**config.mk**
```make
export PLATFORM = sky130hd
export DESIGN_NAME = hkv_ctrl
export DESIGN_NICKNAME = d
export VERILOG_FILES = /design/src/design/hkv_pkg.sv /design/src/design/hkv_ctrl.sv
export SDC_FILE = /design/constraint.sdc
export NUM_CORES = 1
export LEC_CHECK = 0
export BUFFER_PORTS_ARGS = -buffer_cell sky130_fd_sc_hd__buf_4
export CELL_PAD_IN_SITES_DETAIL_PLACEMENT = 2
export CELL_PAD_IN_SITES_GLOBAL_PLACEMENT = 2
export CORE_ASPECT_RATIO = 1.25
export CORE_MARGIN = 3
export CORE_UTILIZATION = 24
export CTS_CLUSTER_DIAMETER = 120
export DETAILED_ROUTE_END_ITERATION = 10
export PLACE_DENSITY_LB_ADDON = 0.1
export SYNTH_ARGS = -nofsm -noshare
export SYNTH_HDL_FRONTEND = slang
export SYNTH_SLANG_ARGS = --single-unit
export TNS_END_PERCENT = 1
```
**constraint.sdc**
```tcl
create_clock -name clk -period 4 [get_ports clk]
set_input_delay 0.8 -clock clk [delete_from_list [all_inputs] [get_ports clk]]
set_output_delay 0.8 -clock clk [all_outputs]
set_load 0.1 [all_outputs]
```
**src/design/hkv_pkg.sv**
```systemverilog
package hkv_pkg;

  localparam logic [1:0] FUNC_INSERT = 2'd0;
  localparam logic [1:0] FUNC_LOOKUP = 2'd1;
  localparam logic [1:0] FUNC_DELETE = 2'd2;

  localparam logic [2:0] ST_OK        = 3'd0;
  localparam logic [2:0] ST_FULL      = 3'd1;
  localparam logic [2:0] ST_NOT_FOUND = 3'd2;
  localparam logic [2:0] ST_TOO_LONG  = 3'd3;
  localparam logic [2:0] ST_NULL      = 3'd4;

  localparam logic [31:0] FNV_BASIS = 32'h811c9dc5;
  localparam logic [31:0] FNV_PRIME = 32'h01000193;

  typedef struct packed {
    logic [1:0]  func;
    logic [63:0] name_low;
    logic [55:0] name_high;
    logic [4:0]  name_length;
    logic [63:0] value;
  } req_t;

  typedef struct packed {
    logic [2:0]  status;
    logic [63:0] found_value;
    logic [6:0]  live_entries;
  } rsp_t;

  // Controller to datapath.
  typedef struct packed {
    logic load;       // capture request, start key trim
    logic trim_step;  // scan one key byte for terminator
    logic hash_step;  // fold one key byte into the hash
    logic home;       // form home slot from hash
    logic reduce;     // one conditional subtract of the modulo
    logic rd;         // issue slot read at probe pointer
    logic advance;    // step probe pointer
    logic note_tomb;  // remember current slot as first tombstone
    logic wr_ins;     // write key/value at target slot
    logic wr_upd;     // write value at current slot
    logic wr_del;     // tombstone current slot
    logic set_rsp;    // latch response
    logic [2:0] rsp_status;
    logic rsp_found;  // response carries read value
  } cmd_t;

  // Datapath to controller.
  typedef struct packed {
    logic [1:0] func;
    logic value_zero;
    logic too_long;
    logic full;
    logic trim_done;
    logic hash_done;
    logic reduce_done;
    logic slot_live;
    logic slot_tomb;
    logic key_match;
    logic have_tomb;
    logic probe_done;  // every slot visited
  } sts_t;

endpackage

```
**src/design/hkv_ctrl.sv**
```systemverilog
module hkv_ctrl (
  input  logic           clk,
  input  logic           rst,
  input  logic           in_valid,
  output logic           in_stall,
  output logic           out_valid,
  input  logic           out_stall,
  input  hkv_pkg::sts_t  sts,
  output hkv_pkg::cmd_t  cmd
);
  import hkv_pkg::*;

  typedef enum logic [3:0] {
    S_IDLE, S_TRIM, S_HASH, S_HOME, S_REDUCE, S_READ, S_WAIT, S_CHECK, S_RESP
  } state_t;

  state_t state;

  assign in_stall = (state != S_IDLE) || out_valid;

  always_comb begin
    cmd = '0;
    cmd.rsp_status = ST_NOT_FOUND;
    case (state)
      S_IDLE:   cmd.load = in_valid && !out_valid;
      S_TRIM:   cmd.trim_step = 1'b1;
      S_HASH:   cmd.hash_step = 1'b1;
      S_HOME:   cmd.home = 1'b1;
      S_REDUCE: cmd.reduce = 1'b1;
      S_READ:   cmd.rd = 1'b1;
      S_WAIT:   cmd.rd = 1'b0;
      S_CHECK: begin
        if (sts.func == FUNC_INSERT) begin
          if (sts.slot_live) begin
            if (sts.key_match) begin
              cmd.wr_upd = 1'b1;
              cmd.set_rsp = 1'b1;
              cmd.rsp_status = ST_OK;
            end else if (sts.probe_done) begin
              cmd.set_rsp = 1'b1;
              cmd.rsp_status = ST_FULL;
            end else begin
              cmd.advance = 1'b1;
            end
          end else if (sts.slot_tomb) begin
            cmd.note_tomb = !sts.have_tomb;
            if (sts.probe_done) begin
              cmd.set_rsp = 1'b1;
              cmd.rsp_status = ST_FULL;
            end else begin
              cmd.advance = 1'b1;
            end
          end else begin
            cmd.wr_ins = 1'b1;
            cmd.set_rsp = 1'b1;
            cmd.rsp_status = ST_OK;
          end
        end else begin
          if (!sts.slot_live && !sts.slot_tomb) begin
            cmd.set_rsp = 1'b1;
          end else if (sts.slot_live && sts.key_match) begin
            cmd.set_rsp = 1'b1;
            cmd.rsp_status = ST_OK;
            cmd.rsp_found = (sts.func == FUNC_LOOKUP);
            cmd.wr_del = (sts.func == FUNC_DELETE);
          end else if (sts.probe_done) begin
            cmd.set_rsp = 1'b1;
          end else begin
            cmd.advance = 1'b1;
          end
        end
      end
      S_RESP: begin
        cmd.set_rsp = 1'b1;
        if (sts.func == FUNC_INSERT) begin
          if (sts.value_zero) begin
            cmd.rsp_status = ST_NULL;
          end else if (sts.too_long) begin
            cmd.rsp_status = ST_TOO_LONG;
          end else begin
            cmd.rsp_status = ST_FULL;
          end
        end
      end
      default: cmd.rsp_status = ST_NOT_FOUND;
    endcase
  end

  always_ff @(posedge clk) begin
    if (rst) begin
      state <= S_IDLE;
      out_valid <= 1'b0;
    end else begin
      if (out_valid && !out_stall) begin
        out_valid <= 1'b0;
      end
      case (state)
        S_IDLE: begin
          if (cmd.load) begin
            state <= S_TRIM;
          end
        end
        S_TRIM: begin
          if (sts.trim_done) begin
            if ((sts.func == FUNC_INSERT && (sts.value_zero || sts.too_long || sts.full))
                || (sts.func != FUNC_INSERT && (sts.too_long
                    || (sts.func != FUNC_LOOKUP && sts.func != FUNC_DELETE)))) begin
              state <= S_RESP;
            end else begin
              state <= S_HASH;
            end
          end
        end
        S_HASH: begin
          if (sts.hash_done) begin
            state <= S_HOME;
          end
        end
        S_HOME:   state <= S_REDUCE;
        S_REDUCE: begin
          if (sts.reduce_done) begin
            state <= S_READ;
          end
        end
        S_READ:   state <= S_WAIT;
        S_WAIT:   state <= S_CHECK;
        S_CHECK: begin
          if (cmd.set_rsp) begin
            state <= S_IDLE;
            out_valid <= 1'b1;
          end else begin
            state <= S_READ;
          end
        end
        S_RESP: begin
          state <= S_IDLE;
          out_valid <= 1'b1;
        end
        default: state <= S_IDLE;
      endcase
    end
  end
endmodule

```
==> impl_metrics.json, run 1 <==
{
  "die_y_um": 64.2,
  "p_leak_nw": 0.418,
  "synth_area_um2": 649,
  "grt_pass1_vias": 759,
  "cts_tree": "built",
  "ctsHoldBuffers": 0,
  "cp-end-kind": "output pin",
  "cts_setup_buffers": 0,
  "drv_slew": 0,
  "fillers": 296,
  "root_buffer": "clkbuf_4",
  "htreeDepth": 1,
  "avgRoutedWirePerCell_um": 14.5,
  "drt-total-wl_um": 2110,
  "worst_slew_pin_slew_ns": 0.595,
  "finalSetupViolCount": 0,
  "ys.flop_type": "dfxtp_1",
  "max_freq_mhz": 344,
  "numCtsBuffers": 3,
  "ir_drop_mv": 0.135,
  "dr_wl_met3_um": 163,
  "met2WireLength_um": 1060,
  "clk_pin_slew_worst_paths_ns": 0.05,
  "grt_max_degree": 19,
  "synth-seq-area-share": 0.154,
  "synth_top_area_share": 0.154,
  "ant_nets": 0,
  "min_period_ns": 2.91,
  "ys_ff_latch": 5,
  "rows": 20,
  "path_class": "reg2out",
  "ys_warn_count": 0,
  "initial_utilization": 0.260,
  "area_growth_pct": 44.1,
  "syn_area_per_cell_um2": 8.12,
  "yosysUniqueCellTypes": 41,
  "hold_slack_ns": 0.516,
  "grt_setup_unrepaired": "false",
  "max-slew-margin-rel": 0.603,
  "cts.path.max_buffers": 2,
  "syn_nets": 100,
  "drt-vias-per-instance": 5.09,
  "cp.arrival_ns": 2.11,
  "drive_gt1_frac": 0.438,
  "syn-instance-count": 80,
  "worstSkewPairLatency_ns": 0.25,
  "async_reset_ff_frac": 0,
  "hold_violations": 0,
  "worstHoldPathType": "reg2reg",
  "grt_usage": 0.141,
  "drt-initial-drc-count": 4,
  "power_per_cell_area_nw_per_um2": 365,
  "fin_skew_ns": 0.00407,
  "drtPass1Iterations": 4,
  "ios": 35,
  "startpoint_type": "flip-flop",
  "nNetsFinal": 133,
  "gp_congestion": 0.771,
  "placed_area_um2": 910,
  "dp_hpwl_um": 1700,
  "cap_violations": 0,
  "maxUsedRoutingLayer": "met4",
  "cts_resized": 0,
  "core_um2": 2500,
  "grt_pass1_wl_um": 3510,
  "required_ns": 3.20,
  "vias": 738,
  "ys_top_cells_by_area": "dfxtp_1 (15%), ha_1 (5.8%), nor4b_2 (4.6%), nand2_1 (4.0%), or3b_1 (4.0%)",
  "drc": 0,
  "die-area_um2": 3370,
  "status": "finished clean",
  "numPortBuffers": 34,
  "numClockSinks": 5,
  "worstPathMaxFanout": 18,
  "synth_largest_area_cell": "dfxtp_1",
  "overflow": 0,
  "drt-met1-wl_um": 842,
  "antenna_found_initial": 0,
  "die_w_um": 52.5,
  "design_area_um2": 936,
  "period_share": 0.727,
  "antenna_cells": 0,
  "synth_enable_flop_cells": 0
}
[synth_stat cells (2+ instances only)]
master,count
inv_1,3
nor3_1,2
and3_1,4
clkbuf_1,2
a21oi_1,3
dfxtp_1,5
nand2_1,7
or3b_1,3
a211oi_2,2
nor4b_2,2
nor4b_1,2
buf_6,2
nand2b_1,3
and2_1,3
and4b_1,2
or3_1,2
ha_1,3
nor4_1,2
nor2_1,6
[path summary, 6_finish.rpt]
kind	startpoint	end	slack (ns)	depth (start not counted)
setup / recovery	state[0]	cmd[2]	1.09	4
hold / removal	out_valid	out_valid	0.52	2
setup reg to reg	state[0]	state[0]	2.35	3
hold reg to reg	out_valid	out_valid	0.52	2
[area by class of cell]
type / count / area (um2) / area share
Clock buffer: 4 / 26.3 / 0.0281
Inverter: 3 / 11.3 / 0.0120
Multi-Input combinational cell: 66 / 502 / 0.536
Sequential cell: 5 / 100 / 0.107
Tap cell: 33 / 41.3 / 0.0441
Timing Repair Buffer: 34 / 255 / 0.273
[flip-flops by register name, summed over array words and instances, names as in the netlist]
name       cells
state          4
out_valid      1
[routing by layer]
layer / track usage / vias up
met5: 0 / -
met1: 0.152 / 342
met4: 0.0958 / 0
met2: 0.242 / 30
li1: - / 364
met3: 0.0233 / 2
[placed cells by master (no fill, tap or decap), drive strengths merged, types with 2 or more instances in the layout]
cell type	n
a211oi	3
a21oi	3
and2	3
and3	4
and4b	2
buf	34
clkbuf	4
dfxtp	5
ha	3
inv	3
nand2	7
nand2b	3
nor2	7
nor3	2
nor4	2
nor4b	4
or3	3
or3b	4
[report_power, final]
group	leakage [nW]	switching (mW)	internal, mW
combinational	0.362	0.141	0.0613
clock	0.0150	0.0232	0.0379
sequential	0.0407	0.0225	0.0558
total	0.418	0.187	0.155
[per-stage QoR]
stage	power, mW	worst slack (ns)	utilization	cells	TNS, ns
2_1_floorplan	0.235	-0.0564	-	80	-0.0564
5_1_grt	0.361	0.925	0.374	145	0
3_3_place_gp	0.280	1.15	0.364	141	0
4_1_cts	0.348	1.07	0.374	145	0
6_report	0.342	1.09	0.374	145	0
3_5_place_dp	0.284	1.13	0.364	141	0
[cells by family (layout without fill, tap and decap cells)]
group	Yosys count	after routing	share of synthesized area
xor gates and xnor gates	1	1	0.0135
buffers and inverters	9	41	0.0828
DFF	5	5	0.154
adders and majority gates	3	3	0.0578
AOI/OAI and AO/OA	14	14	0.191
and+or+nand+nor	48	48	0.501
[critical path, cell delays in order (launching register included)]
cell and delay (ns):
dfxtp_1 0.69, nand4b_1 0.31, or3_1 0.41, a32o_1 0.22
buf_4 0.23
(Power assumes the default switching activity.)
==> run 2: changes to the inputs <==
--- a/config.mk
+++ b/config.mk
@@ -10,7 +10,7 @@
 export CELL_PAD_IN_SITES_GLOBAL_PLACEMENT = 2
 export CORE_ASPECT_RATIO = 1.25
 export CORE_MARGIN = 3
-export CORE_UTILIZATION = 24
+export CORE_UTILIZATION = 20
 export CTS_CLUSTER_DIAMETER = 120
 export DETAILED_ROUTE_END_ITERATION = 10
 export PLACE_DENSITY_LB_ADDON = 0.1
==> constraint.sdc (replaced) <==
create_clock -name clk -period 2.53 [get_ports clk]
set_input_delay 0.506 -clock clk [delete_from_list [all_inputs] [get_ports clk]]
set_output_delay 0.506 -clock clk [all_outputs]
set_load 0.1 [all_outputs]
==> impl_metrics.json, run 2 (same netlist as run 1, synthesis figures left out) <==
{
  "status": "finished clean",
  "core_um2": 3030,
  "min_from": "rst",
  "utilization": 0.325,
  "worst_slew_pin_slew_ns": 0.379,
  "cts_setup_buffers": 0,
  "reg_top3": "state x4, out_valid x1",
  "drive_gt1_frac": 0.461,
  "multi_input_area_um2": 524,
  "fillers": 379,
  "cp-end-kind": "output pin",
  "min_period_ns": 2.39,
  "antenna_cells": 0,
  "switching_share": 0.541,
  "ctsHoldBuffers": 0,
  "antenna_found_initial": 0,
  "grt_usage": 0.115,
  "fin_cells": 151,
  "power.switching_mw": 0.299,
  "placedCellCount": 147,
  "crit_buf_inv": 1,
  "drt-total-wl_um": 2140,
  "htreeDepth": 1,
  "p_int_mw": 0.254,
  "critical-path-max-stage-delay_ns": 0.55,
  "cts_tree": "built",
  "die-area_um2": 3970,
  "slowest_stage": "or4b_4",
  "initial_utilization": 0.214,
  "hold_slack_ns": 0.447,
  "max_freq_mhz": 419,
  "r2r_end": "state[0]",
  "clk_pin_slew_worst_paths_ns": 0.05,
  "final_common_cell": "buf_4",
  "hold_end": "out_valid",
  "seq_area_um2": 100,
  "root_buffer": "clkbuf_4",
  "worstPathMaxFanout": 11,
  "period_share": 0.944,
  "p_leak_nw": 0.442,
  "ir_drop_mv": 0.548,
  "r2r_slack_ns": 1.00,
  "path_class": "reg2out",
  "hold_violations": 0,
  "drt-vias-per-instance": 5.06,
  "required_ns": 2.02,
  "r2r_cells": 4,
  "nNetsFinal": 136,
  "cap_violations": 0,
  "drtPass1Iterations": 3,
  "numCtsBuffers": 3,
  "ios": 35,
  "die_w_um": 57.0,
  "cts_resized": 0,
  "grt_pass1_wl_um": 3620,
  "grt_max_degree": 15,
  "die_y_um": 69.7,
  "rows": 22,
  "grt_pass1_vias": 812,
  "avgRoutedWirePerCell_um": 14.2,
  "dpl_worst_slack_ns": 0.225,
  "power_per_cell_area_nw_per_um2": 562,
  "cp.arrival_ns": 1.88,
  "numPortBuffers": 34,
  "dp_hpwl_um": 1760,
  "power_frac_clock": 0.175,
  "drv_slew": 0,
  "vias": 764,
  "startpoint_type": "flip-flop",
  "worstHoldPathType": "in2reg",
  "overflow": 0,
  "worstSkewPairLatency_ns": 0.25,
  "largest_reg_flops": 4,
  "numClockSinks": 5,
  "drt-initial-drc-count": 1,
  "top_register": "state",
  "path_cells": "or4b_4 > nor2_2 > o21a_1 > buf_4",
  "cp_top_family": "simple AND/OR/NAND/NOR gates",
  "fin_skew_ns": 0.00734,
  "setup_ws_ns": 0.141,
  "grt_setup_unrepaired": "false",
  "hold_depth": 2,
  "timing.rr.start": "state[0]",
  "gp_congestion": 0.769,
  "area_growth_pct": 51.6,
  "drc": 0,
  "cts.path.max_buffers": 2,
  "seq_power_share": 0.186,
  "layout_common_cells": "buf_4 (37), nand2_1 (7), nor2_1 (6)",
  "combPwrFrac": 0.639,
  "max-slew-margin-rel": 0.747,
  "ant_nets": 0,
  "finalSetupViolCount": 0
}
## run 2: cell types whose count changed in the layout (fill, tap and decap cells not counted), sizes merged
| cell | before | now |
|---|---|---|
| buf | 34 | 37 |
## run 2: power by group through the flow
stage                     registers, mW  logic [mW]  clock network [mW]
final                             0.103       0.354              0.0968
after global routing              0.106       0.374               0.104
after CTS                         0.104       0.358              0.0993
after detailed placement          0.105       0.357                   0
after global placement            0.105       0.354                   0
after floorplan                   0.108       0.267                   0
## run 2: per-stage QoR
step | area [um2] | TNS, ns | total power, mW
detailed placement | 958 | 0 | 0.462
finish | 985 | 0 | 0.554
CTS | 985 | 0 | 0.561
global route | 985 | 0 | 0.584
global placement | 958 | 0 | 0.458
floorplan | 678 | -1.07 | 0.375
## run 2: worst max-delay path by stage
| stage | start | end | slack (ns) | cells past startpoint |
|---|---|---|---|---|
| after floorplan | state[2] | state[0] | -0.30 | 4 |
| after global placement | sts[11] | cmd[2] | 0.26 | 6 |
| after detailed placement | sts[11] | cmd[8] | 0.23 | 6 |
| after CTS | state[3] | cmd[1] | 0.11 | 4 |
| after global routing | state[3] | cmd[1] | 0.02 | 4 |
| final | state[3] | cmd[1] | 0.14 | 4 |
## run 2: cell type report
cell class	count	area share
multi-input cells	66	0.532
repair buffers	37	0.282
flip-flops and latches	5	0.102
well taps	36	0.0457
clock buffers	4	0.0267
inverters	3	0.0114
## run 2: per-layer routing
layer  vias up  routed length [um]  GRT usage
met1       360                 854      0.123
met2        32                1090      0.196
met5         -                   0          0
met4         0                  35     0.0773
li1        369                   -          -
met3         3                 159     0.0261
==> run 3: changes to the inputs <==
--- a/config.mk
+++ b/config.mk
@@ -5,15 +5,17 @@
 export SDC_FILE = /design/constraint.sdc
 export NUM_CORES = 1
 export LEC_CHECK = 0
+export ABC_AREA = 1
 export BUFFER_PORTS_ARGS = -buffer_cell sky130_fd_sc_hd__buf_4
 export CELL_PAD_IN_SITES_DETAIL_PLACEMENT = 2
 export CELL_PAD_IN_SITES_GLOBAL_PLACEMENT = 2
 export CORE_ASPECT_RATIO = 1.25
 export CORE_MARGIN = 3
-export CORE_UTILIZATION = 20
+export CORE_UTILIZATION = 17
 export CTS_CLUSTER_DIAMETER = 120
 export DETAILED_ROUTE_END_ITERATION = 10
 export PLACE_DENSITY_LB_ADDON = 0.1
+export SKIP_LAST_GASP = 1
 export SYNTH_ARGS = -nofsm -noshare
 export SYNTH_HDL_FRONTEND = slang
 export SYNTH_SLANG_ARGS = --single-unit
==> impl_metrics.json, run 3 <==
{
  "slowest_stage": "dfxtp_1",
  "htreeDepth": 1,
  "worstHoldPathType": "in2reg",
  "placedCellCount": 177,
  "min_period_ns": 2.26,
  "finalSetupViolCount": 0,
  "drt-initial-drc-count": 15,
  "final_common_cell": "buf_4",
  "drt-total-wl_um": 2280,
  "worst_slew_pin_slew_ns": 0.349,
  "synth_top_area_share": 0.175,
  "die-area_um2": 4150,
  "grt_usage": 0.122,
  "ir_drop_mv": 0.407,
  "gp_congestion": 0.706,
  "area_growth_pct": 64.4,
  "synth_area_um2": 579,
  "path_cells": "nand2_1 > nor2_4 > nand2_1 > o32ai_2 > buf_4",
  "hold_slack_ns": 0.477,
  "largest_reg_flops": 4,
  "initial_utilization": 0.178,
  "crit_buf_inv": 1,
  "startpoint_type": "flip-flop",
  "cap_violations": 0,
  "yosysUniqueCellTypes": 20,
  "period_share": 0.891,
  "ys.flop_type": "dfxtp_1",
  "status": "finished clean",
  "layout_common_cells": "buf_4 (34), nand2_1 (27), inv_1 (23)",
  "drc": 0,
  "clk_pin_slew_worst_paths_ns": 0.04,
  "root_buffer": "clkbuf_8",
  "ys_ff_latch": 5,
  "synth_largest_area_cell": "nand2_1",
  "syn-instance-count": 106,
  "grt_setup_unrepaired": "false",
  "cts_setup_buffers": 0,
  "numPortBuffers": 34,
  "die_y_um": 71.3,
  "worstSkewPairLatency_ns": 0.22,
  "rows": 23,
  "drt-vias-per-instance": 4.41,
  "dp_hpwl_um": 2040,
  "cts_resized": 0,
  "ant_nets": 0,
  "syn_area_per_cell_um2": 5.47,
  "cts.path.max_buffers": 2,
  "ios": 35,
  "ctsHoldBuffers": 0,
  "grt_max_degree": 7,
  "fin_skew_ns": 0.00159,
  "avgRoutedWirePerCell_um": 12.6,
  "core_um2": 3250,
  "vias": 799,
  "drtPass1Iterations": 3,
  "async_reset_ff_frac": 0,
  "ys_top_cells_by_area": "nand2_1 (17%), dfxtp_1 (17%), inv_1 (15%), nor2_1 (12%), nand3_1 (7.8%)",
  "finalPower_mw": 0.631,
  "die_w_um": 58.2,
  "synth-seq-area-share": 0.173,
  "drive_gt1_frac": 0.333,
  "cp-end-kind": "output pin",
  "overflow": 0,
  "reg_top3": "state x4, out_valid x1",
  "antenna_cells": 0,
  "syn_nets": 126,
  "cts_tree": "built",
  "critical-path-max-stage-delay_ns": 0.45,
  "grt_pass1_vias": 955,
  "hold_violations": 0,
  "antenna_found_initial": 0,
  "power_per_cell_area_nw_per_um2": 662,
  "required_ns": 2.02,
  "numClockSinks": 5,
  "path_class": "reg2out",
  "cp.arrival_ns": 1.75,
  "max-slew-margin-rel": 0.766,
  "cp_top_family": "simple AND/OR/NAND/NOR gates",
  "cpMostUsedCell": "nand2_1",
  "yosysMostFrequentCell": "nand2_1",
  "netlist_top_cells_count": "nand2_1 (27), inv_1 (23), nor2_1 (18)",
  "ys_warn_count": 0,
  "max_freq_mhz": 443,
  "worstPathMaxFanout": 6,
  "p_leak_nw": 0.558,
  "synth_enable_flop_cells": 0,
  "nNetsFinal": 165,
  "top_register": "state",
  "numCtsBuffers": 3,
  "grt_pass1_wl_um": 3890,
  "fin_cells": 181,
  "drv_slew": 0
}
==> run 3: cell count changes after synthesis, sizes merged, moves of 3 or more <==
cell,change
nor4b,-4
a211oi,-3
o21ai,+4
nor2,+13
inv,+22
and2,-3
and3,-4
nand3,+10
nand2b,-3
buf,-4
or3b,-4
or3,-3
nand2,+21
==> run 3: layer usage <==
layer	part of all wire	track usage	vias up
li1	-	-	404
met1	0.36	0.112	362
met2	0.57	0.250	28
met3	0.051	0.0144	5
met4	0.025	0.0619	0
met5	0	0	-
==> run 3: where the power goes <==
group	internal (mW)	switching [mW]	total, mW
Sequential	0.0896	0.0151	0.105
Combinational	0.0895	0.286	0.376
Clock	0.108	0.0422	0.151
Total	0.287	0.343	0.631
==> run 3: final timing paths <==
| kind | start | slack [ns] | cells past startpoint | endpoint |
|---|---|---|---|---|
| worst max register to register | state[1] | 1.22 | 6 | state[0] |
| worst min-delay path | rst | 0.48 | 2 | state[1] |
| worst max-delay path | state[1] | 0.27 | 5 | cmd[1] |
| worst min register to register | out_valid | 0.62 | 4 | out_valid |
==> run 3: cell families after synthesis <==
group / after synthesis / share of synthesized area
fa+ha+maj: 3 / 0.0648
simple gates: 63 / 0.492
buf+inv: 25 / 0.162
compound gates: 10 / 0.108
flops: 5 / 0.173
==> run 3: per-stage QoR <==
step	area [um2]	setup TNS, ns	util	setup slack (ns)
2_1_floorplan	606	-1.53	-	-0.396
5_1_grt	952	0	0.293	0.151
4_1_cts	952	0	0.293	0.199
3_3_place_gp	907	0	0.279	0.395
3_5_place_dp	907	0	0.279	0.363
6_report	952	0	0.293	0.275
==> run 3: layout make-up <==
type / instances / area, um2
Multi-Input combinational cell: 76 / 412
Inverter: 25 / 93.8
Sequential cell: 5 / 100
Clock buffer: 4 / 45.0
Timing Repair Buffer: 34 / 255
Fill cell: 428 / 2300
Tap cell: 37 / 46.3
